File: src/sv/pt64_pkg.sv
// Shared types, constants and the witness base table for the 64-bit primality tester.
// Used by pt64_dp, pt64_ctrl and primality_test_64; depends on nothing else.
package pt64_pkg;

    localparam logic [63:0] SMALL_LIMIT = 64'd4759123141;
    localparam int unsigned SMALL_COUNT = 3;
    localparam int unsigned LARGE_COUNT = 7;

    // Datapath operations issued by the controller.
    typedef enum logic [3:0] {
        OP_NONE,
        OP_LOAD,
        OP_SHIFT,
        OP_DBL,
        OP_NEWT_A,
        OP_NEWT_B,
        OP_NINV,
        OP_TO_ONE,
        OP_TO_MONE,
        OP_TO_MULT,
        OP_MUL_CUR,
        OP_SQR_MULT,
        OP_SQR_CUR,
        OP_SCLR,
        OP_NEXT_BASE
    } t_op;

    typedef struct packed {
        t_op  op;
        logic start;
    } t_dp_cmd;

    typedef struct packed {
        logic triv;
        logic triv_val;
        logic d_odd;
        logic dbl_last;
        logic newt_last;
        logic base_end;
        logic e_zero;
        logic e_odd;
        logic cur_one;
        logic cur_mone;
        logic s_done;
        logic mont_done;
    } t_dp_status;

    // Witness base for the given set and position; zero past the end of a set.
    function automatic logic [31:0] base_of(input logic wide_set, input logic [2:0] idx);
        logic [31:0] v;
        v = 32'd0;
        if (wide_set) begin
            case (idx)
                3'd0: v = 32'd2;
                3'd1: v = 32'd325;
                3'd2: v = 32'd9375;
                3'd3: v = 32'd28178;
                3'd4: v = 32'd450775;
                3'd5: v = 32'd9780504;
                3'd6: v = 32'd1795265022;
                default: v = 32'd0;
            endcase
        end else begin
            case (idx)
                3'd0: v = 32'd2;
                3'd1: v = 32'd7;
                3'd2: v = 32'd61;
                default: v = 32'd0;
            endcase
        end
        return v;
    endfunction

endpackage

File: src/sv/pt64_ctrl.sv
// Controller state machine of the primality tester: sequences the datapath and
// holds the result register. Depends on pt64_pkg.
module pt64_ctrl (
    input  logic                  i_clk,
    input  logic                  i_rst_n,
    input  logic                  i_in_valid,
    output logic                  o_in_stall,
    output logic                  o_out_valid,
    input  logic                  i_out_stall,
    output logic                  o_prime,
    input  pt64_pkg::t_dp_status  i_status,
    output pt64_pkg::t_dp_cmd     o_cmd
);

    typedef enum logic [17:0] {
        S_IDLE     = 18'h00001,
        S_CHECK    = 18'h00002,
        S_SPLIT    = 18'h00004,
        S_DBL      = 18'h00008,
        S_NEWT_A   = 18'h00010,
        S_NEWT_B   = 18'h00020,
        S_NINV     = 18'h00040,
        S_BASE     = 18'h00080,
        S_TO_ONE   = 18'h00100,
        S_TO_MONE  = 18'h00200,
        S_TO_MULT  = 18'h00400,
        S_EXP      = 18'h00800,
        S_MUL_CUR  = 18'h01000,
        S_SQR_MULT = 18'h02000,
        S_CHK1     = 18'h04000,
        S_SLOOP    = 18'h08000,
        S_SQR_CUR  = 18'h10000,
        S_FINISH   = 18'h20000
    } t_state;

    t_state r_state, n_state;
    logic   r_issued, r_res, n_res, r_out_valid, r_prime;
    logic   mont_state, load_out, in_acc;

    assign in_acc     = i_in_valid && (r_state == S_IDLE);
    assign mont_state = (r_state == S_NEWT_A) || (r_state == S_NEWT_B) ||
                        (r_state == S_TO_ONE) || (r_state == S_TO_MONE) ||
                        (r_state == S_TO_MULT) || (r_state == S_MUL_CUR) ||
                        (r_state == S_SQR_MULT) || (r_state == S_SQR_CUR);
    assign load_out   = (r_state == S_FINISH) && (!r_out_valid || !i_out_stall);

    always_comb begin
        n_state     = r_state;
        n_res       = r_res;
        o_cmd.op    = pt64_pkg::OP_NONE;
        o_cmd.start = mont_state && !r_issued;
        case (r_state)
            S_IDLE: begin
                if (i_in_valid) begin
                    o_cmd.op = pt64_pkg::OP_LOAD;
                    n_state  = S_CHECK;
                end
            end
            S_CHECK: begin
                if (i_status.triv) begin
                    n_res   = i_status.triv_val;
                    n_state = S_FINISH;
                end else begin
                    n_state = S_SPLIT;
                end
            end
            S_SPLIT: begin
                if (i_status.d_odd) begin
                    n_state = S_DBL;
                end else begin
                    o_cmd.op = pt64_pkg::OP_SHIFT;
                end
            end
            S_DBL: begin
                o_cmd.op = pt64_pkg::OP_DBL;
                if (i_status.dbl_last) begin
                    n_state = S_NEWT_A;
                end
            end
            S_NEWT_A: begin
                o_cmd.op = pt64_pkg::OP_NEWT_A;
                if (i_status.mont_done) begin
                    n_state = S_NEWT_B;
                end
            end
            S_NEWT_B: begin
                o_cmd.op = pt64_pkg::OP_NEWT_B;
                if (i_status.mont_done) begin
                    n_state = i_status.newt_last ? S_NINV : S_NEWT_A;
                end
            end
            S_NINV: begin
                o_cmd.op = pt64_pkg::OP_NINV;
                n_state  = S_BASE;
            end
            // Running out of bases, or meeting one not below n, means every round passed.
            S_BASE: begin
                if (i_status.base_end) begin
                    n_res   = 1'b1;
                    n_state = S_FINISH;
                end else begin
                    n_state = S_TO_ONE;
                end
            end
            S_TO_ONE: begin
                o_cmd.op = pt64_pkg::OP_TO_ONE;
                if (i_status.mont_done) begin
                    n_state = S_TO_MONE;
                end
            end
            S_TO_MONE: begin
                o_cmd.op = pt64_pkg::OP_TO_MONE;
                if (i_status.mont_done) begin
                    n_state = S_TO_MULT;
                end
            end
            S_TO_MULT: begin
                o_cmd.op = pt64_pkg::OP_TO_MULT;
                if (i_status.mont_done) begin
                    n_state = S_EXP;
                end
            end
            S_EXP: begin
                if (i_status.e_zero) begin
                    n_state = S_CHK1;
                end else if (i_status.e_odd) begin
                    n_state = S_MUL_CUR;
                end else begin
                    n_state = S_SQR_MULT;
                end
            end
            S_MUL_CUR: begin
                o_cmd.op = pt64_pkg::OP_MUL_CUR;
                if (i_status.mont_done) begin
                    n_state = S_SQR_MULT;
                end
            end
            S_SQR_MULT: begin
                o_cmd.op = pt64_pkg::OP_SQR_MULT;
                if (i_status.mont_done) begin
                    n_state = S_EXP;
                end
            end
            S_CHK1: begin
                if (i_status.cur_one) begin
                    o_cmd.op = pt64_pkg::OP_NEXT_BASE;
                    n_state  = S_BASE;
                end else begin
                    o_cmd.op = pt64_pkg::OP_SCLR;
                    n_state  = S_SLOOP;
                end
            end
            S_SLOOP: begin
                if (i_status.s_done) begin
                    n_res   = 1'b0;
                    n_state = S_FINISH;
                end else if (i_status.cur_mone) begin
                    o_cmd.op = pt64_pkg::OP_NEXT_BASE;
                    n_state  = S_BASE;
                end else begin
                    n_state = S_SQR_CUR;
                end
            end
            S_SQR_CUR: begin
                o_cmd.op = pt64_pkg::OP_SQR_CUR;
                if (i_status.mont_done) begin
                    n_state = S_SLOOP;
                end
            end
            S_FINISH: begin
                if (load_out) begin
                    n_state = S_IDLE;
                end
            end
            default: n_state = S_IDLE;
        endcase
    end

    always_ff @(posedge i_clk) begin
        if (!i_rst_n) begin
            r_state     <= S_IDLE;
            r_issued    <= 1'b0;
            r_out_valid <= 1'b0;
        end else begin
            r_state <= n_state;
            if (o_cmd.start) begin
                r_issued <= 1'b1;
            end else if (i_status.mont_done) begin
                r_issued <= 1'b0;
            end
            if (load_out) begin
                r_out_valid <= 1'b1;
            end else if (!i_out_stall) begin
                r_out_valid <= 1'b0;
            end
        end
    end

    always_ff @(posedge i_clk) begin
        r_res <= n_res;
        if (load_out) begin
            r_prime <= r_res;
        end
    end

    assign o_in_stall  = (r_state != S_IDLE);
    assign o_out_valid = r_out_valid;
    assign o_prime     = r_prime;

    a_accept_check : assert property (@(posedge i_clk) disable iff (!i_rst_n)
        in_acc |=> (r_state == S_CHECK))
        else $error("accepted transaction did not start a test");

    a_finish_out : assert property (@(posedge i_clk) disable iff (!i_rst_n)
        load_out |=> r_out_valid)
        else $error("finished test produced no result");

    a_done_issued : assert property (@(posedge i_clk) disable iff (!i_rst_n)
        i_status.mont_done |-> r_issued)
        else $error("Montgomery result without a pending request");

endmodule

File: config.mk
export PLATFORM = sky130hd
export DESIGN_NAME = pt64_ctrl
export DESIGN_NICKNAME = d
export VERILOG_FILES = /design/src/sv/pt64_pkg.sv /design/src/sv/pt64_ctrl.sv
export SDC_FILE = /design/constraint.sdc
export NUM_CORES = 1
export LEC_CHECK = 0
export BUFFER_PORTS_ARGS = -buffer_cell sky130_fd_sc_hd__buf_2
export CAP_MARGIN = 15
export CELL_PAD_IN_SITES_DETAIL_PLACEMENT = 1
export CELL_PAD_IN_SITES_GLOBAL_PLACEMENT = 1
export CORE_MARGIN = 3
export CORE_UTILIZATION = 41
export CTS_CLUSTER_DIAMETER = 50
export DETAILED_ROUTE_END_ITERATION = 16
export PLACE_DENSITY_LB_ADDON = 0.1
export SETUP_SLACK_MARGIN = 0.3
export SYNTH_ARGS = -nofsm -noshare
export SYNTH_HDL_FRONTEND = slang
export SYNTH_SLANG_ARGS = --single-unit
File: constraint.sdc
create_clock -name i_clk -period 2.9 [get_ports i_clk]
set_input_delay 0.145 -clock i_clk [delete_from_list [all_inputs] [get_ports i_clk]]
set_output_delay 0.145 -clock i_clk [all_outputs]
set_load 0.03 [all_outputs]
# Yosys cells after proc, flatten, opt, wreduce, memory -nomap -nowiden
# Cells that the tools add are included.
[totals]
regBits = 22
latch_bits = 0
mem_bits_rw = 0
romBits = 0
input_bits = 16
output_inout_bits = 8
wordCells = 91
mem_count = 0
[op_classes]
addsub = 0
mul = 0
n_div = 0
n_lt_le_gt_ge = 0
eq_ne = 34
n_shift = 0
mux = 34
bitwise_logic = 0
reduce_logical = 18
[ops]
columns = ["cell", "count"]
rows = [
  ["$pmux 18 s17", 1],
  ["$mux 18", 14],
  ["$pmux 4 s14", 1],
  ["$ne 2x2->1 const B", 13],
  ["$eq 18x1->1 const B", 1],
  ["$eq 18x10->1 const B", 1],
  ["$eq 18x11->1 const B", 1],
  ["$eq 18x12->1 const B", 1],
  ["$eq 18x13->1 const B", 1],
  ["$eq 18x14->1 const B", 1],
  ["$eq 18x15->1 const B", 1],
  ["$eq 18x16->1 const B", 1],
  ["$eq 18x17->1 const B", 1],
  ["$eq 18x18->1 const B", 1],
  ["$eq 18x2->1 const B", 1],
  ["$eq 18x3->1 const B", 1],
  ["$eq 18x4->1 const B", 1],
  ["$eq 18x5->1 const B", 1],
  ["$eq 18x6->1 const B", 1],
  ["$eq 18x7->1 const B", 1],
  ["$eq 18x8->1 const B", 1],
  ["$eq 18x9->1 const B", 1],
  ["$ne 18x1->1 const B", 1],
  ["$mux 17", 1],
  ["other kinds (17)", 37],
]

# Logic depth before layout (Yosys ltp)
[depth]
depth_word = 10
mapped_depth = 9
mapped_depth_nobuf = 7

# Worst setup path before layout
# Ideal clock, no wire load.
[synth_path]
kind = "register to register"
startpoint = "register r_state[8]"
endpoint = "register r_state[5]"
setup_ns = 0.066
arrival_time_ns = 2.209
required_ns = 2.834
slack_ns = 0.625
path_stages_with_launch = 10
n_path_buf = 2
period_less_slack_ns = 2.275
cell_sequence = "dfxtp_1 buf_2 nor4_4 nand4_2 or4_4 or2_4 o2111ai_4 buf_6 nand2_1 a21oi_2"
[synth_via]
elab_chain_len = 4
elab_cells_between_ends = 33
classes_between = "eq/ne: 29; mux: 1; reduce/logical: 3"
[synth_lines]
columns = ["element", "line_no", "rtl"]
rows = [
  ["start, declared", "pt64_ctrl.sv:36", "t_state r_state, n_state;"],
  ["start signal, assigned", "pt64_ctrl.sv:185", "r_state <= n_state;"],
  ["$eq 18x11->1 (tied with other cells)", "pt64_ctrl.sv:52", "case (r_state)"],
  ["$reduce_or 2->1 (no line) / $logic_and 1x1->1 (equally long branches)", "-", ""],
  ["$ne 2x1->1 (no line) / $ne 2x2->1 (equally long branches)", "-", ""],
  ["$reduce_and 11->1 (no line)", "-", ""],
]
# Parallel ways exist; a longest one is shown, timed or not.
# A chain may end at the register's enable or synchronous reset.

==> impl_metrics.json <==
{
  "hold_path.startpoint": "i_status[7]",
  "startpoint": "r_state[10]",
  "layout_min_cycle_time_ps": 2566,
  "dp_hpwl_um": 3254,
  "hold_viol": 0,
  "grt_use_total_pct": 21.59,
  "leakage_nw": 0.6881,
  "routedWlPerCell_um": 18.89,
  "powerDensity_nw_per_um2": 450.1,
  "clock-sinks": 22,
  "busiest_layer": "met2",
  "yosysUniqueCellTypes": 47,
  "place_congestion": 0.8951,
  "use_met3_pct": 1.582,
  "clock-root-buffer": "clkbuf_4",
  "critPathLaunchType": "flop",
  "fill_cells": 386,
  "grt_pass1_vias": 1370,
  "timing.final.crit_share_pct": 88.48,
  "fin_nets": 211,
  "antenna_left": 0,
  "reg2reg_from": "r_state[5]",
  "endpoint_kind": "output pin",
  "synth_area_leader_cell": "dfxtp_1",
  "synth-warning-count": 0,
  "first_pass_iters": 4,
  "final_common_cell": "buf_2",
  "antenna_found_initial": 0,
  "area_growth_syn_to_layout_pct": 28.03,
  "io_pins": 24,
  "die_area_um2": 4108,
  "die_w_um": 64.10,
  "utilization_pct": 56.64,
  "critical_path_class": "flop to output pin",
  "setup_tns_ps": 0,
  "grtUsageMet2_pct": 37.81,
  "synth_seq_cells": 22,
  "drc": 0,
  "start_util_pct": 44.24,
  "syn_area_um2": 1384,
  "cp_num_buf_inv": 1,
  "drt_wl_total_um": 4496,
  "h-tree-depth": 1,
  "grt_start_max_net_pins": 13,
  "layout_common_cells": "buf_2, nor2_1, buf_4, nand2b_1",
  "regArea_um2": 480.5,
  "crit_slowest_cell": "or3b_4",
  "core_area_um2": 3128,
  "fin_area_um2": 1772,
  "cp.required_ps": 2760,
  "clockBufferDepth": 2,
  "drive_above_1_share_pct": 44.33,
  "hp-class": "primary input to flop",
  "viasPerCell": 5.782,
  "io_buffers": 23,
  "cpLargestDelayFamily": "simple AND/OR/NAND/NOR gates",
  "status": "finished clean",
  "clock_skew_ps": 3.104,
  "antenna_cells": 0,
  "multi_input_area_um2": 942.2,
  "cp_max_fo": 5,
  "cts_buffers": 3,
  "synth.avg_cell_area_um2": 8.871,
  "syn_nets": 172,
  "synth.top_cell.area_share_pct": 28.93,
  "worstMarginPinSlew_ps": 452.3,
  "netlist_instances": 156,
  "ys_seq_area_share_pct": 33.27,
  "synth-edff-count": 2,
  "irDropWorstVdd_uv": 266.0,
  "clkSlewWorstSetupHoldPaths_ps": 130,
  "drv_slew": 0,
  "rsz0062_at_grt": "yes",
  "cp_cell_sequence": "nor4_4 -> nand4_1 -> or3_4 -> or3b_4 -> nand2_2 -> a2111o_1 -> buf_6",
  "grt_pass1_wl_um": 6858,
  "insertion_delay_ps": 320,
  "dieHeight_um": 64.10,
  "hold_buffers": 0,
  "maxCapViolCount": 0,
  "met1_usage_pct": 28.53,
  "cts_tree": "built",
  "synthArstFlopShare_pct": 0,
  "critPathMaxStageDelay_ps": 430,
  "setup_viol": 0,
  "slew_headroom_pct": 69.84,
  "crit_arrival_ps": 2420,
  "vias": 1376,
  "overflow": 0,
  "rows": 20,
  "postPlaceCellArea_um2": 1577,
  "ys_top_cells_by_area": "dfxtp_1, nor4_4, nor4_1",
  "max_freq_mhz": 389.7,
  "yosys_most_used_dff": "dfxtp_1",
  "drt_iter0_markers": 108
}
[worst register-to-register path, delay by kind of cell (launching register included)]
family / cells / cell delay, ps
simple gates: 4 / 1180
flops: 1 / 430
buf+inv: 2 / 380
compound gates: 3 / 510
[synth_stat cells, types with 3 or more instances]
| cell type | count |
|---|---|
| or4_1 | 3 |
| nor2_1 | 19 |
| a21oi_2 | 4 |
| dfxtp_1 | 20 |
| mux2i_1 | 3 |
| nand4_1 | 8 |
| nor3_1 | 6 |
| nand2b_1 | 11 |
| a21oi_1 | 6 |
| nor4_4 | 4 |
| or3b_2 | 3 |
| inv_1 | 6 |
| nand2_1 | 10 |
| nor2_2 | 4 |
| nor4_1 | 12 |
[path summary, 6_finish.rpt]
path                      to  slack, ps  cells after the start
hold / removal    r_state[6]         40                      3
setup / recovery    o_cmd[1]        330                      7
hold reg to reg      o_prime        440                      0
setup reg to reg  r_state[5]        370                      9
[flip-flops by register name, indices dropped and copies added (netlist names)]
register and cells:
r_state 18, o_prime 1, o_out_valid 1, r_res 1, r_issued 1
[where the power goes]
| group | switching, mW | internal (mW) | total, mW |
|---|---|---|---|
| Clock | 0.104 | 0.0505 | 0.154 |
| Sequential | 0.0174 | 0.317 | 0.334 |
| Combinational | 0.172 | 0.138 | 0.309 |
[kinds of logic after synthesis]
family                    synth area share, %
DFF                                     33.27
xor gates and xnor gates                1.266
AOI/OAI and AO/OA                       12.21
buffers and inverters                   3.616
and+or+nand+nor                         47.47
muxes                                   2.170
[per-layer routing]
metal	wire [µm]	part of all wire, %	up-vias
met5	0	0	-
met4	78	1.7	0
met3	162	3.6	6
met2	2241	50	35
met1	2014	45	667
li1	-	-	668
[layout make-up]
type | count | share of cell area (%)
clock inverter | 1 | 0.2119
inverter | 6 | 1.271
tap | 44 | 3.107
timing repair buffer | 37 | 13.84
multi-input combinational | 125 | 53.18
clock buffer | 3 | 1.271
sequential | 22 | 27.12
[stage by stage]
step	power [mW]	setup WS [ps]	std cells	hold WS, ps
6_report	0.7975	334.1	238	38.67
5_1_grt	0.8349	243.1	238	26.54
4_1_cts	0.7590	244.6	234	39.23
3_5_place_dp	0.5865	268.9	225	393.9
3_3_place_gp	0.5812	348.1	225	393.7
2_1_floorplan	0.4996	625.2	156	262.9
[timing repair]
| item | in CTS | in global routing |
|---|---|---|
| gates cloned | 0 | 0 |
| endpoints found under the hold margin | 0 | 0 |
| setup endpoints to repair | 7 | 20 |
| resized for setup | 10 | 22 |
| setup buffers | 5 | 4 |
| pin swaps | 5 | 9 |
No activity file was read; power rests on OpenSTA's default activity.
